[config.mk]
export PLATFORM = sky130hd
export DESIGN_NAME = vibrato_square_beep_voice
export DESIGN_NICKNAME = d
export VERILOG_FILES = /design/src/sv/vsbv_pkg.sv /design/src/sv/vsbv_csr.sv /design/src/sv/vsbv_ctrl.sv /design/src/sv/vsbv_dp.sv /design/src/sv/vibrato_square_beep_voice.sv
export SDC_FILE = /design/constraint.sdc
export NUM_CORES = 2
export LEC_CHECK = 0
export ABC_AREA = 0
export BUFFER_PORTS_ARGS = -buffer_cell sky130_fd_sc_hd__buf_2
export CAP_MARGIN = 40
export CELL_PAD_IN_SITES_DETAIL_PLACEMENT = 0
export CELL_PAD_IN_SITES_GLOBAL_PLACEMENT = 1
export CORE_MARGIN = 3
export CORE_UTILIZATION = 53
export DETAILED_ROUTE_END_ITERATION = 8
export PLACE_DENSITY = 0.87
export SLEW_MARGIN = 20
export SYNTH_ARGS = -nofsm -noshare
export SYNTH_HDL_FRONTEND = slang
export SYNTH_SLANG_ARGS = --single-unit
[constraint.sdc]
create_clock -name clock -period 18.8 [get_ports clock]
set_clock_uncertainty 0.15 [all_clocks]
set_input_delay 0.94 -clock clock [delete_from_list [all_inputs] [get_ports clock]]
set_output_delay 0.94 -clock clock [all_outputs]
set_load 0.01 [all_outputs]
[src/sv/vsbv_pkg.sv]
package vsbv_pkg;

   // parameter defaults
   localparam int SINE_TABLE_BITS_DEFAULT = 8;
   localparam int PHASE_BITS_DEFAULT      = 24;

   // configuration port
   localparam int CSR_ADDR_W = 5;
   localparam int CSR_DATA_W = 32;

   typedef enum logic [2:0] {
      REG_BASE_INCREMENT = 3'd0,
      REG_LFO_INCREMENT  = 3'd1,
      REG_VIBRATO_DEPTH  = 3'd2,
      REG_DECAY_FACTOR   = 3'd3,
      REG_OUTPUT_GAIN    = 3'd4
   } reg_index_type;

   localparam logic [23:0] BASE_INCREMENT_RESET = 24'd153791;
   localparam logic [23:0] LFO_INCREMENT_RESET  = 24'd3495;
   localparam logic [19:0] VIBRATO_DEPTH_RESET  = 20'd6991;
   localparam logic [15:0] DECAY_FACTOR_RESET   = 16'd65529;
   localparam logic [15:0] OUTPUT_GAIN_RESET    = 16'd19661;

   typedef struct packed {
      logic [23:0] base_increment;
      logic [23:0] lfo_increment;
      logic [19:0] vibrato_depth;
      logic [15:0] decay_factor;
      logic [15:0] output_gain;
   } cfg_type;

   // sequencer to datapath
   typedef struct packed {
      logic load;      // take the transaction, advance lfo, decay envelope
      logic dev_mul;   // sine magnitude times vibrato depth
      logic gain_mul;  // advance tone phases, envelope times gain
      logic form;      // build the sample into the output register
   } cmd_type;

   typedef struct packed {
      logic out_free;
   } status_type;

   // polynomial sine coefficients, Q30
   localparam logic [63:0] C_A1 = 64'd1686629713;
   localparam logic [63:0] C_A3 = 64'd693598254;
   localparam logic [63:0] C_A5 = 64'd85569306;
   localparam logic [63:0] C_A7 = 64'd5026995;

   // quarter-wave entry k of 2^qbits, Q0.15 magnitude; elaboration time only
   function automatic logic [14:0] sine_entry(input int k, input int qbits);
      logic [63:0] x;
      logic [63:0] x2;
      logic [63:0] p;
      logic [63:0] s;
      logic [63:0] v;
      x  = 64'(k) << (30 - qbits);
      x2 = (x * x) >> 30;
      p  = C_A5 - ((x2 * C_A7) >> 30);
      p  = C_A3 - ((x2 * p) >> 30);
      p  = C_A1 - ((x2 * p) >> 30);
      s  = (x * p) >> 30;
      v  = (s * 64'd32767 + (64'd1 << 29)) >> 30;
      if (v > 64'd32767) begin
         v = 64'd32767;
      end
      return v[14:0];
   endfunction

endpackage

[src/sv/vsbv_csr.sv]
module vsbv_csr (
   input  logic                             clock,
   input  logic                             reset,
   input  logic                             psel,
   input  logic                             penable,
   input  logic                             pwrite,
   input  logic [vsbv_pkg::CSR_ADDR_W-1:0]  paddr,
   input  logic [vsbv_pkg::CSR_DATA_W-1:0]  pwdata,
   output logic [vsbv_pkg::CSR_DATA_W-1:0]  prdata,
   output logic                             pready,
   output vsbv_pkg::cfg_type                cfg
);

   logic [2:0]        reg_idx;
   logic              wr_en;
   vsbv_pkg::cfg_type cfg_ff;
   vsbv_pkg::cfg_type cfg_in;

   assign reg_idx = paddr[4:2];
   assign wr_en   = psel && penable && pwrite;
   assign pready  = 1'b1;
   assign cfg     = cfg_ff;

   always_comb begin
      cfg_in = cfg_ff;
      if (wr_en) begin
         unique case (reg_idx)
            vsbv_pkg::REG_BASE_INCREMENT: cfg_in.base_increment = pwdata[23:0];
            vsbv_pkg::REG_LFO_INCREMENT:  cfg_in.lfo_increment  = pwdata[23:0];
            vsbv_pkg::REG_VIBRATO_DEPTH:  cfg_in.vibrato_depth  = pwdata[19:0];
            vsbv_pkg::REG_DECAY_FACTOR:   cfg_in.decay_factor   = pwdata[15:0];
            vsbv_pkg::REG_OUTPUT_GAIN:    cfg_in.output_gain    = pwdata[15:0];
            default: cfg_in = cfg_ff;
         endcase
      end
   end

   always_comb begin
      unique case (reg_idx)
         vsbv_pkg::REG_BASE_INCREMENT: prdata = 32'(cfg_ff.base_increment);
         vsbv_pkg::REG_LFO_INCREMENT:  prdata = 32'(cfg_ff.lfo_increment);
         vsbv_pkg::REG_VIBRATO_DEPTH:  prdata = 32'(cfg_ff.vibrato_depth);
         vsbv_pkg::REG_DECAY_FACTOR:   prdata = 32'(cfg_ff.decay_factor);
         vsbv_pkg::REG_OUTPUT_GAIN:    prdata = 32'(cfg_ff.output_gain);
         default:                      prdata = '0;
      endcase
   end

   always_ff @(posedge clock) begin
      if (reset) begin
         cfg_ff.base_increment <= vsbv_pkg::BASE_INCREMENT_RESET;
         cfg_ff.lfo_increment  <= vsbv_pkg::LFO_INCREMENT_RESET;
         cfg_ff.vibrato_depth  <= vsbv_pkg::VIBRATO_DEPTH_RESET;
         cfg_ff.decay_factor   <= vsbv_pkg::DECAY_FACTOR_RESET;
         cfg_ff.output_gain    <= vsbv_pkg::OUTPUT_GAIN_RESET;
      end else begin
         cfg_ff <= cfg_in;
      end
   end

endmodule

[src/sv/vsbv_ctrl.sv]
module vsbv_ctrl (
   input  logic                 clock,
   input  logic                 reset,
   input  logic                 req_valid,
   output logic                 req_stall,
   input  vsbv_pkg::status_type status,
   output vsbv_pkg::cmd_type    cmd
);

   typedef enum logic [1:0] {
      ST_IDLE,
      ST_DEV,
      ST_GAIN,
      ST_OUT
   } state_type;

   state_type state_ff;
   state_type state_in;

   assign req_stall = (state_ff != ST_IDLE);

   always_comb begin
      cmd          = '0;
      cmd.load     = (state_ff == ST_IDLE) && req_valid;
      cmd.dev_mul  = (state_ff == ST_DEV);
      cmd.gain_mul = (state_ff == ST_GAIN);
      cmd.form     = (state_ff == ST_OUT);
   end

   always_comb begin
      unique case (state_ff)
         ST_IDLE: state_in = req_valid ? ST_DEV : ST_IDLE;
         ST_DEV:  state_in = ST_GAIN;
         ST_GAIN: state_in = ST_OUT;
         ST_OUT:  state_in = status.out_free ? ST_IDLE : ST_OUT;
         default: state_in = ST_IDLE;
      endcase
   end

   always_ff @(posedge clock) begin
      if (reset) begin
         state_ff <= ST_IDLE;
      end else begin
         state_ff <= state_in;
      end
   end

`ifndef NO_ASSERTIONS
   a_accept_to_dev: assert property (@(posedge clock) disable iff (reset)
      (req_valid && !req_stall) |=> cmd.dev_mul)
      else $error("accepted transaction did not start the deviation product");

   a_form_releases: assert property (@(posedge clock) disable iff (reset)
      (cmd.form && status.out_free) |=> !req_stall)
      else $error("sequencer not ready after the sample was stored");
`endif

endmodule

[src/sv/vsbv_dp.sv]
module vsbv_dp #(
   parameter int SINE_TABLE_BITS = vsbv_pkg::SINE_TABLE_BITS_DEFAULT,
   parameter int PHASE_BITS      = vsbv_pkg::PHASE_BITS_DEFAULT
) (
   input  logic                 clock,
   input  logic                 reset,
   input  logic                 req_trigger,
   input  logic                 req_end_of_buffer,
   input  vsbv_pkg::cfg_type    cfg,
   input  vsbv_pkg::cmd_type    cmd,
   output vsbv_pkg::status_type status,
   input  logic                 rsp_stall,
   output logic                 rsp_valid,
   output logic signed [15:0]   rsp_sample,
   output logic                 rsp_last
);

   localparam int QB   = SINE_TABLE_BITS - 2;
   localparam int QLEN = 1 << QB;
   localparam int TI_W = QB + 1;
   localparam logic [32:0] PMASK = 33'((64'd1 << PHASE_BITS) - 64'd1);
   localparam logic [15:0] POS_LIMIT = 16'd32767;
   localparam logic [15:0] NEG_LIMIT = 16'd32768;

   typedef logic [QLEN:0][14:0] rom_type;

   function automatic rom_type build_rom();
      rom_type r;
      for (int k = 0; k <= QLEN; k++) begin
         r[k] = vsbv_pkg::sine_entry(k, QB);
      end
      return r;
   endfunction

   localparam rom_type SINE_ROM = build_rom();

   logic [PHASE_BITS-1:0] lfo_phase_ff, lfo_phase_in;
   logic [PHASE_BITS-1:0] main_phase_ff, main_phase_in;
   logic [PHASE_BITS-1:0] fifth_phase_ff, fifth_phase_in;
   logic [15:0]           env_ff, env_in;
   logic [14:0]           mag_ff, mag_in;
   logic                  neg_ff, neg_in;
   logic [35:0]           prod_ff, prod_in;
   logic                  last_pend_ff, last_pend_in;
   logic                  rsp_valid_ff, rsp_valid_in;
   logic [15:0]           rsp_sample_ff, rsp_sample_in;
   logic                  rsp_last_ff, rsp_last_in;

   logic [15:0]                env_start;
   logic [19:0]                mul_a;
   logic [15:0]                mul_b;
   logic [35:0]                mul_p;
   logic [PHASE_BITS-1:0]      lfo_sum;
   logic [SINE_TABLE_BITS-1:0] tab_idx;
   logic [1:0]                 quad;
   logic [QB-1:0]              pos;
   logic [TI_W-1:0]            ti;
   logic [19:0]                dev;
   logic [24:0]                step_sum;
   logic [32:0]                inc_wide;
   logic [PHASE_BITS-1:0]      inc;
   logic [PHASE_BITS+1:0]      three_inc;
   logic [PHASE_BITS-1:0]      fifth_step;
   logic [15:0]                mix_mag;
   logic [15:0]                sample_mix;
   logic                       out_free;
   logic                       store;

   // one shared multiplier
   always_comb begin
      env_start = req_trigger ? 16'hFFFF : env_ff;
      mul_a     = 20'(env_start);
      mul_b     = cfg.decay_factor;
      if (cmd.dev_mul) begin
         mul_a = cfg.vibrato_depth;
         mul_b = {1'b0, mag_ff};
      end else if (cmd.gain_mul) begin
         mul_a = 20'(env_ff);
         mul_b = cfg.output_gain;
      end
      mul_p = 36'(mul_a) * 36'(mul_b);
   end

   // lfo phase and quarter-wave lookup
   always_comb begin
      lfo_sum = lfo_phase_ff + PHASE_BITS'(cfg.lfo_increment);
      tab_idx = lfo_sum[PHASE_BITS-1 -: SINE_TABLE_BITS];
      quad    = tab_idx[SINE_TABLE_BITS-1 -: 2];
      pos     = tab_idx[QB-1:0];
      ti      = quad[0] ? (TI_W'(QLEN) - {1'b0, pos}) : {1'b0, pos};
   end

   // bent step, clamped at both ends
   always_comb begin
      dev = prod_ff[34:15];
      if (neg_ff) begin
         step_sum = (25'(dev) > 25'(cfg.base_increment)) ? 25'd0
                  : 25'(cfg.base_increment) - 25'(dev);
      end else begin
         step_sum = 25'(cfg.base_increment) + 25'(dev);
      end
      inc_wide   = 33'(step_sum);
      inc        = (inc_wide > PMASK) ? PMASK[PHASE_BITS-1:0]
                                      : inc_wide[PHASE_BITS-1:0];
      three_inc  = {2'b00, inc} + {1'b0, inc, 1'b0};
      fifth_step = three_inc[PHASE_BITS:1];
   end

   // square mix
   always_comb begin
      mix_mag = prod_ff[31:16];
      if (main_phase_ff[PHASE_BITS-1] && fifth_phase_ff[PHASE_BITS-1]) begin
         sample_mix = (mix_mag > POS_LIMIT) ? POS_LIMIT : mix_mag;
      end else if (!main_phase_ff[PHASE_BITS-1] && !fifth_phase_ff[PHASE_BITS-1]) begin
         sample_mix = 16'd0 - ((mix_mag > NEG_LIMIT) ? NEG_LIMIT : mix_mag);
      end else begin
         sample_mix = 16'd0;
      end
   end

   always_comb begin
      out_free        = !rsp_valid_ff || !rsp_stall;
      status.out_free = out_free;
      store           = cmd.form && out_free;

      lfo_phase_in   = cmd.load ? lfo_sum : lfo_phase_ff;
      env_in         = cmd.load ? mul_p[31:16] : env_ff;
      mag_in         = cmd.load ? SINE_ROM[ti] : mag_ff;
      neg_in         = cmd.load ? quad[1] : neg_ff;
      last_pend_in   = cmd.load ? req_end_of_buffer : last_pend_ff;
      prod_in        = (cmd.dev_mul || cmd.gain_mul) ? mul_p : prod_ff;
      main_phase_in  = cmd.gain_mul ? main_phase_ff + inc : main_phase_ff;
      fifth_phase_in = cmd.gain_mul ? fifth_phase_ff + fifth_step : fifth_phase_ff;

      if (store) begin
         rsp_valid_in = 1'b1;
      end else if (!rsp_stall) begin
         rsp_valid_in = 1'b0;
      end else begin
         rsp_valid_in = rsp_valid_ff;
      end
      rsp_sample_in = store ? sample_mix : rsp_sample_ff;
      rsp_last_in   = store ? last_pend_ff : rsp_last_ff;
   end

   always_ff @(posedge clock) begin
      if (reset) begin
         lfo_phase_ff   <= '0;
         main_phase_ff  <= '0;
         fifth_phase_ff <= '0;
         env_ff         <= '0;
         rsp_valid_ff   <= 1'b0;
      end else begin
         lfo_phase_ff   <= lfo_phase_in;
         main_phase_ff  <= main_phase_in;
         fifth_phase_ff <= fifth_phase_in;
         env_ff         <= env_in;
         rsp_valid_ff   <= rsp_valid_in;
      end
   end

   always_ff @(posedge clock) begin
      mag_ff        <= mag_in;
      neg_ff        <= neg_in;
      prod_ff       <= prod_in;
      last_pend_ff  <= last_pend_in;
      rsp_sample_ff <= rsp_sample_in;
      rsp_last_ff   <= rsp_last_in;
   end

   assign rsp_valid  = rsp_valid_ff;
   assign rsp_sample = rsp_sample_ff;
   assign rsp_last   = rsp_last_ff;

`ifndef NO_ASSERTIONS
   a_valid_from_form: assert property (@(posedge clock) disable iff (reset)
      (!$past(reset) && $rose(rsp_valid_ff)) |-> $past(cmd.form))
      else $error("output register loaded without a form command");

   a_phase_moves_on_gain: assert property (@(posedge clock) disable iff (reset)
      (!$past(reset) && !$stable(main_phase_ff)) |-> $past(cmd.gain_mul))
      else $error("tone phase moved outside its update step");
`endif

endmodule

[src/sv/vibrato_square_beep_voice.sv]
// an accepted request transaction steps through the deviation product, the
// phase update and gain product, and the store state, which raises rsp_valid
// (later while rsp_stall holds it); no new transaction is taken until then, as
// the single shared multiplier forms env*decay, sine*depth and env*gain in turn
// reset: synchronous, active high; clears the three phases, the envelope and
// the sequencer, and loads every configuration register with its default
module vibrato_square_beep_voice #(
   parameter int SINE_TABLE_BITS = vsbv_pkg::SINE_TABLE_BITS_DEFAULT,
   parameter int PHASE_BITS      = vsbv_pkg::PHASE_BITS_DEFAULT
) (
   input  logic                             clock,
   input  logic                             reset,
   // request channel
   input  logic                             req_valid,
   output logic                             req_stall,
   input  logic                             req_trigger,
   input  logic                             req_end_of_buffer,
   // result channel
   output logic                             rsp_valid,
   input  logic                             rsp_stall,
   output logic signed [15:0]               rsp_sample,
   output logic                             rsp_last,
   // register port
   input  logic                             psel,
   input  logic                             penable,
   input  logic                             pwrite,
   input  logic [vsbv_pkg::CSR_ADDR_W-1:0]  paddr,
   input  logic [vsbv_pkg::CSR_DATA_W-1:0]  pwdata,
   output logic [vsbv_pkg::CSR_DATA_W-1:0]  prdata,
   output logic                             pready
);

   vsbv_pkg::cfg_type    cfg;
   vsbv_pkg::cmd_type    cmd;
   vsbv_pkg::status_type status;

   // register bank: writes land on the access phase, reads are combinational
   vsbv_csr u_csr (
      .clock   (clock),
      .reset   (reset),
      .psel    (psel),
      .penable (penable),
      .pwrite  (pwrite),
      .paddr   (paddr),
      .pwdata  (pwdata),
      .prdata  (prdata),
      .pready  (pready),
      .cfg     (cfg)
   );

   // sequencer: idle -> deviation product -> phase update and gain product
   // -> store sample, waiting there only while the output register is full
   vsbv_ctrl u_ctrl (
      .clock     (clock),
      .reset     (reset),
      .req_valid (req_valid),
      .req_stall (req_stall),
      .status    (status),
      .cmd       (cmd)
   );

   // datapath: phase accumulators, quarter-wave rom, shared multiplier and
   // the output register, which lets the next transaction in while a sample
   // still waits to be taken
   vsbv_dp #(
      .SINE_TABLE_BITS (SINE_TABLE_BITS),
      .PHASE_BITS      (PHASE_BITS)
   ) u_dp (
      .clock             (clock),
      .reset             (reset),
      .req_trigger       (req_trigger),
      .req_end_of_buffer (req_end_of_buffer),
      .cfg               (cfg),
      .cmd               (cmd),
      .status            (status),
      .rsp_stall         (rsp_stall),
      .rsp_valid         (rsp_valid),
      .rsp_sample        (rsp_sample),
      .rsp_last          (rsp_last)
   );

endmodule
After elaboration in Yosys (flattened, before gate mapping)
Memories as Yosys holds them, arrays and structs flattened. A register that Yosys moved wholly into a read port is not among the register bits.
Cells that the tools add are included.
{ "classes": {"n_reduce_logical": 20, "eq_ne": 8, "add_sub_neg": 8, "muxes": 19, "n_mul": 1, "order_cmp": 4} }
{ "ops": {"columns": ["operator", "count"], "rows": [
  ["$mux 16", 8],
  ["$pmux 24 s5", 1],
  ["$add 24x24->24", 3],
  ["$mux 25", 2],
  ["$mul 20x16->35", 1],
  ["$add 24x20->25", 1],
  ["$add 24x25->25", 1],
  ["$gt 25x24->1 const B", 1],
  ["$sub 24x20->25", 1],
  ["$gt 20x24->1", 1],
  ["$mux 24", 1],
  ["$mux 20", 1],
  ["$gt 16x15->1 const B", 1],
  ["$gt 16x16->1 const B", 1],
  ["$sub 1x16->16 const A", 1],
  ["$reduce_and 2->1", 5],
  ["$pmux 2 s4", 1],
  ["$mux 7", 1],
  ["$sub 7x6->7 const A", 1],
  ["$eq 3x2->1 const B", 2],
  ["$logic_and 1x1->1", 6],
  ["$eq 2x2->1 const B", 2],
  ["$logic_not 1->1", 4],
  ["$eq 3x1->1 const B", 1],
  ["other kinds (9)", 12]
]} }
{ "word_totals": {"input_bits": 46, "ff_bits": 245, "memories": 1, "out_inout_bits": 52, "mem_bits_ro": 1920} }
{ "memory_table": {"columns": ["memory", "words", "word_bits", "read_ports", "rd_clocked_by_memory_dff", "wr", "line_no", "rtl"], "rows": [
  ["(name not given)", 128, 15, 1, 1, 0, "vsbv_dp.sv:128", "mag_in = cmd.load ? SINE_ROM[ti] : mag_ff;"]
]} }

Depth between registers and ports, before layout
{ "depth": {"word_depth": 7, "depth_mapped": 38, "mapped_depth_nobuf": 37} }

Hierarchy
A second synthesis with hierarchy kept.
{ "hier_totals": {"hier_cells": 3378, "hier_area_um2": 28755.1} }
{ "by_module_without_submodules": {"columns": ["mod", "cells_each", "seq_area_each_um2", "instances", "area_per_inst_um2"], "rows": [
  ["vsbv_dp", 2863, 3403.3, 1, 23822.8],
  ["vsbv_csr", 503, 2001.9, 1, 4824.6],
  ["vsbv_ctrl", 12, 40.0, 1, 107.6]
]} }

Worst setup path after synthesis
Ideal clock, no wire load.
{ "synth_timing": {"kind": "input port to flip-flop", "start": "in req_trigger", "end": "reg u_dp.prod_ff[33] (data pin)", "required_time_ns": 18.392, "path_stages": 28, "slack_ns": 11.001, "arrival_time_ns": 7.391, "path_cell_list": "nand2b_1 > nand2_1 > clkbuf_1 > nor2_1 > a21oi_1 > nand2_1 > fa_1 > inv_1 > fa_1 > inv_1 > fa_1 > fa_1 > inv_1 > fa_1 > inv_1 > fa_1 > inv_1 > ha_1 > nand2_1 > a21oi_1 > o2111ai_1 > nand4_1 > a31oi_1 > o211a_1 > or3_1 > a31oi_1 > o22ai_1 > xnor2_1"} }
{ "synth_between": {"elab_chain_cells": 4} }
{ "synth_lines": {"columns": ["element", "line_no", "rtl"], "rows": [
  ["start, declared", "vibrato_square_beep_voice.sv:16", "input logic req_trigger,"],
  ["$mux 16", "vsbv_dp.sv:71", "env_start = req_trigger ? 16'hFFFF : env_ff;"],
  ["$mux 16", "vsbv_dp.sv:77", "end else if (cmd.gain_mul) begin"],
  ["$mux 20", "vsbv_dp.sv:74", "if (cmd.dev_mul) begin"],
  ["$mul 20x16->35", "vsbv_dp.sv:81", "mul_p = 36'(mul_a) * 36'(mul_b);"],
  ["net u_dp.mul_p[33]", "vsbv_dp.sv:52", "logic [35:0] mul_p;"],
  ["end signal, assigned", "vsbv_dp.sv:165", "prod_ff <= prod_in;"],
  ["end, declared", "vsbv_dp.sv:43", "logic [35:0] prod_ff, prod_in;"]
]} }
The timed path passes the listed nets, and every way through them passes these cells.
A chain may end at the register's enable or synchronous reset.

Worst setup path in the final report
{ "layout_timing": {"start": "reg u_dp.prod_ff[31]", "end": "reg u_dp.fifth_phase_ff[23]"} }
{ "layout_between": {"elab_chain_cells": 7} }
{ "layout_lines": {"columns": ["element", "line_no", "rtl"], "rows": [
  ["$sub 24x20->25 or $gt 20x24->1 (tied branches)", "vsbv_dp.sv:98, vsbv_dp.sv:97", null],
  ["$mux 25", "vsbv_dp.sv:97", "step_sum = (25'(dev) > 25'(cfg.base_increment)) ? 25'd0"],
  ["$mux 25 *", "vsbv_dp.sv:96", "if (neg_ff) begin"],
  ["$gt 25x24->1", "vsbv_dp.sv:103", "inc = (inc_wide > PMASK) ? PMASK[PHASE_BITS-1:0]"],
  ["$mux 24 *", "vsbv_dp.sv:103", null],
  ["$add 24x25->25 *", "vsbv_dp.sv:105", "three_inc = {2'b00, inc} + {1'b0, inc, 1'b0};"],
  ["$add 24x24->24 *", "vsbv_dp.sv:133", "fifth_phase_in = cmd.gain_mul ? fifth_phase_ff + fifth_step : fifth_phase_ff;"],
  ["end signal, assigned", "vsbv_dp.sv:156", "fifth_phase_ff <= fifth_phase_in;"],
  ["end, declared", "vsbv_dp.sv:39", "logic [PHASE_BITS-1:0] fifth_phase_ff, fifth_phase_in;"]
]} }
Every way passes the cells marked *; elsewhere a longest branch is shown, timed or not.

==> qor.csv <==
metric;value;unit
status;finished, final reports clean;
cp.required;19.11;ns
synth_area_leader_cell;fa_1;
clock-root-buffer;clkbuf_16;
grt_pass1_vias;24949;
fin_crit;9.54;ns
hold_class;reg -> reg;
die_y;237;microns
max_cap_viol_count;0;
criticalPathCategory;reg -> reg;
cp-start-kind;register;
register_area;0.00545;sq mm
crit_path_top_delay_cell;nand2_1;
synth_top_area_share;18.0;%
setup_viol;0;
dieArea;0.0560;sq mm
start_util;54.2;%
drive_gt1_share;7.34;%
ant_nets;0;
vias;25775;
postCtsHoldBufs;0;
synthCells;3552;
ys.flop_type;dfxtp_1;
grtUsageTotal;30.7;%
ys_top_cells_by_area;fa_1 (18%), dfxtp_1 (14%), ha_1 (11%);
pre_cts_slack;9.50;ns
firstDrtPassIters;6;
post_cts_buffers;0;
dr.first_iter.drc_count;2003;
setup_tns;0;ns
clk_path_buf_depth;3;
r2r-start;u_dp.prod_ff[31];
cp_max_fo;25;
ys_seq_area_share;19.3;%
fin_nets;4114;
numCtsBuffers;28;
overflow;0;
crit_start;u_dp.prod_ff[31];
synth-seq-cells;245;
multiInputGateArea;0.0207;sq mm
synth_edf_count;54;
vias_per_cell;6.04;
totalWireLength;88000;microns
worst_pin_slew;0.954;ns
fin_crit_sh;50.8;%
cts_tree;built;
place.gp.congestion;0.978;
place_hpwl;68300;microns
portBuffers;78;
htree_levels;1;
post_layout_nonfiller_instances;4270;
antenna_found_initial;9;
yosysUniqueCellTypes;102;
slew_viol_final;0;
fmaxAchievable;105;MHz
async_flop_share;0;%
rsz0062_at_grt;no;
syn2layout_area_growth;7.44;%
cts_sinks;245;
rows;83;
wl_per_cell;20.6;microns
syn_area;0.0282;sq mm
syn_avg_cell_area;7.94;sq um
yosys_warnings;0;
cp-end-kind;register;
dp_cells;4209;
hold_viol_final;0;
arrival;9.85;ns
drc;0;
clk_pin_slew;0.06;ns
dieWidth;237;microns
nFillCells;4810;
cts_resized;0;
grt_pass1_wl;138000;microns
pin_count;98;
slew_headroom;36.4;%
max_stage_delay;0.62;ns
clkLatencyLatePin;0.58;ns
grt_max_degree;78;
coreArea;0.0520;sq mm
worstHoldStart;u_dp.lfo_phase_ff[9];
layout_setup_ws;9.26;ns
-- cells in the mapped netlist, drive strengths merged (54+ instances only) --
library cell / count
a21oi: 254
clkbuf: 129
dfxtp: 191
edfxtp: 54
fa: 254
ha: 251
inv: 365
mux2i: 55
nand2: 584
nand3: 86
nor2: 338
nor3: 64
o21ai: 152
xnor2: 76
-- worst max-delay path, delay by kind of cell (launching register included) --
kind	cells	cell delay (ns)
compound gates	14	3.99
simple gates	8	2.10
fa+ha+maj	3	1.16
mux	2	0.73
buf+inv	2	0.54
xor+xnor	2	0.37
flops	1	0.34
-- registers in the layout, summed over array words and instances, names as in the netlist --
name	cells
u_csr.cfg	100
u_dp.prod_ff	20
u_dp.rsp_last	1
u_dp.env_ff	16
u_dp.mag_ff	15
u_dp.fifth_phase_ff	24
u_dp.rsp_valid	1
u_ctrl.state_ff	2
u_dp.neg_ff	1
u_dp.last_pend_ff	1
u_dp.lfo_phase_ff	24
u_dp.rsp_sample	16
u_dp.main_phase_ff	24
-- metal layers --
layer	up-vias	part of all wire (%)	GRT usage (%)
met1	12470	41	40.9
met2	1042	46	50.9
met5	-	0.027	0
li1	12070	-	-
met4	4	3.6	9.13
met3	189	8.5	6.08
-- metrics by stage --
step	hold slack [ns]	util [%]	instance area, sq um
6_report	0.310	58.3	30300
5_1_grt	0.334	58.3	30300
3_5_place_dp	0.301	56.4	29400
2_1_floorplan	0.250	-	28300
4_1_cts	0.309	58.2	30300
3_3_place_gp	0.293	56.1	29200
-- layout make-up --
cell class                      instances  area share, %
Multi-Input combinational cell       2774           68.4
Sequential cell                       245           18.0
Timing Repair Buffer                  147           3.21
Clock buffer                           39           2.55
Antenna cell                            5         0.0413
Tap cell                              680           2.81
Inverter                              367           4.59
Clock inverter                         13          0.404
-- cell usage in the layout (no fill, tap or decap), types with 60 or more instances in the layout --
| cell | count |
|---|---|
| nand2_1 | 583 |
| ha_1 | 249 |
| buf_2 | 78 |
| inv_1 | 361 |
| o21ai_0 | 134 |
| nor2_1 | 335 |
| xnor2_1 | 74 |
| fa_1 | 254 |
| a21oi_1 | 249 |
| nor3_1 | 60 |
| dfxtp_1 | 191 |
| nand3_1 | 85 |
-- cell families (layout without fill, tap and decap cells) --
group | after synthesis | count (layout) | synth area share (%)
and+or+nand+nor | 1277 | 1277 | 19.9
AOI/OAI and AO/OA | 819 | 819 | 18.6
buffers and inverters | 543 | 566 | 7.55
adders and majority gates | 505 | 505 | 29.1
DFF | 245 | 245 | 19.3
xor gates and xnor gates | 104 | 104 | 3.46
muxes | 57 | 57 | 2.03
other | 2 | 17 | 0.0266
-- worst paths after layout --
| check | depth (start not counted) | slack, ns | endpoint |
|---|---|---|---|
| min | 2 | 0.31 | u_dp.lfo_phase_ff[9] |
| min reg2reg | 2 | 0.31 | u_dp.lfo_phase_ff[9] |
| max | 31 | 9.26 | u_dp.fifth_phase_ff[23] |
| max reg2reg | 31 | 9.26 | u_dp.fifth_phase_ff[23] |
Power is left out: the tool's default activity adds up to more than one toggle a clock period on the data nets, which glitch-free logic cannot reach.
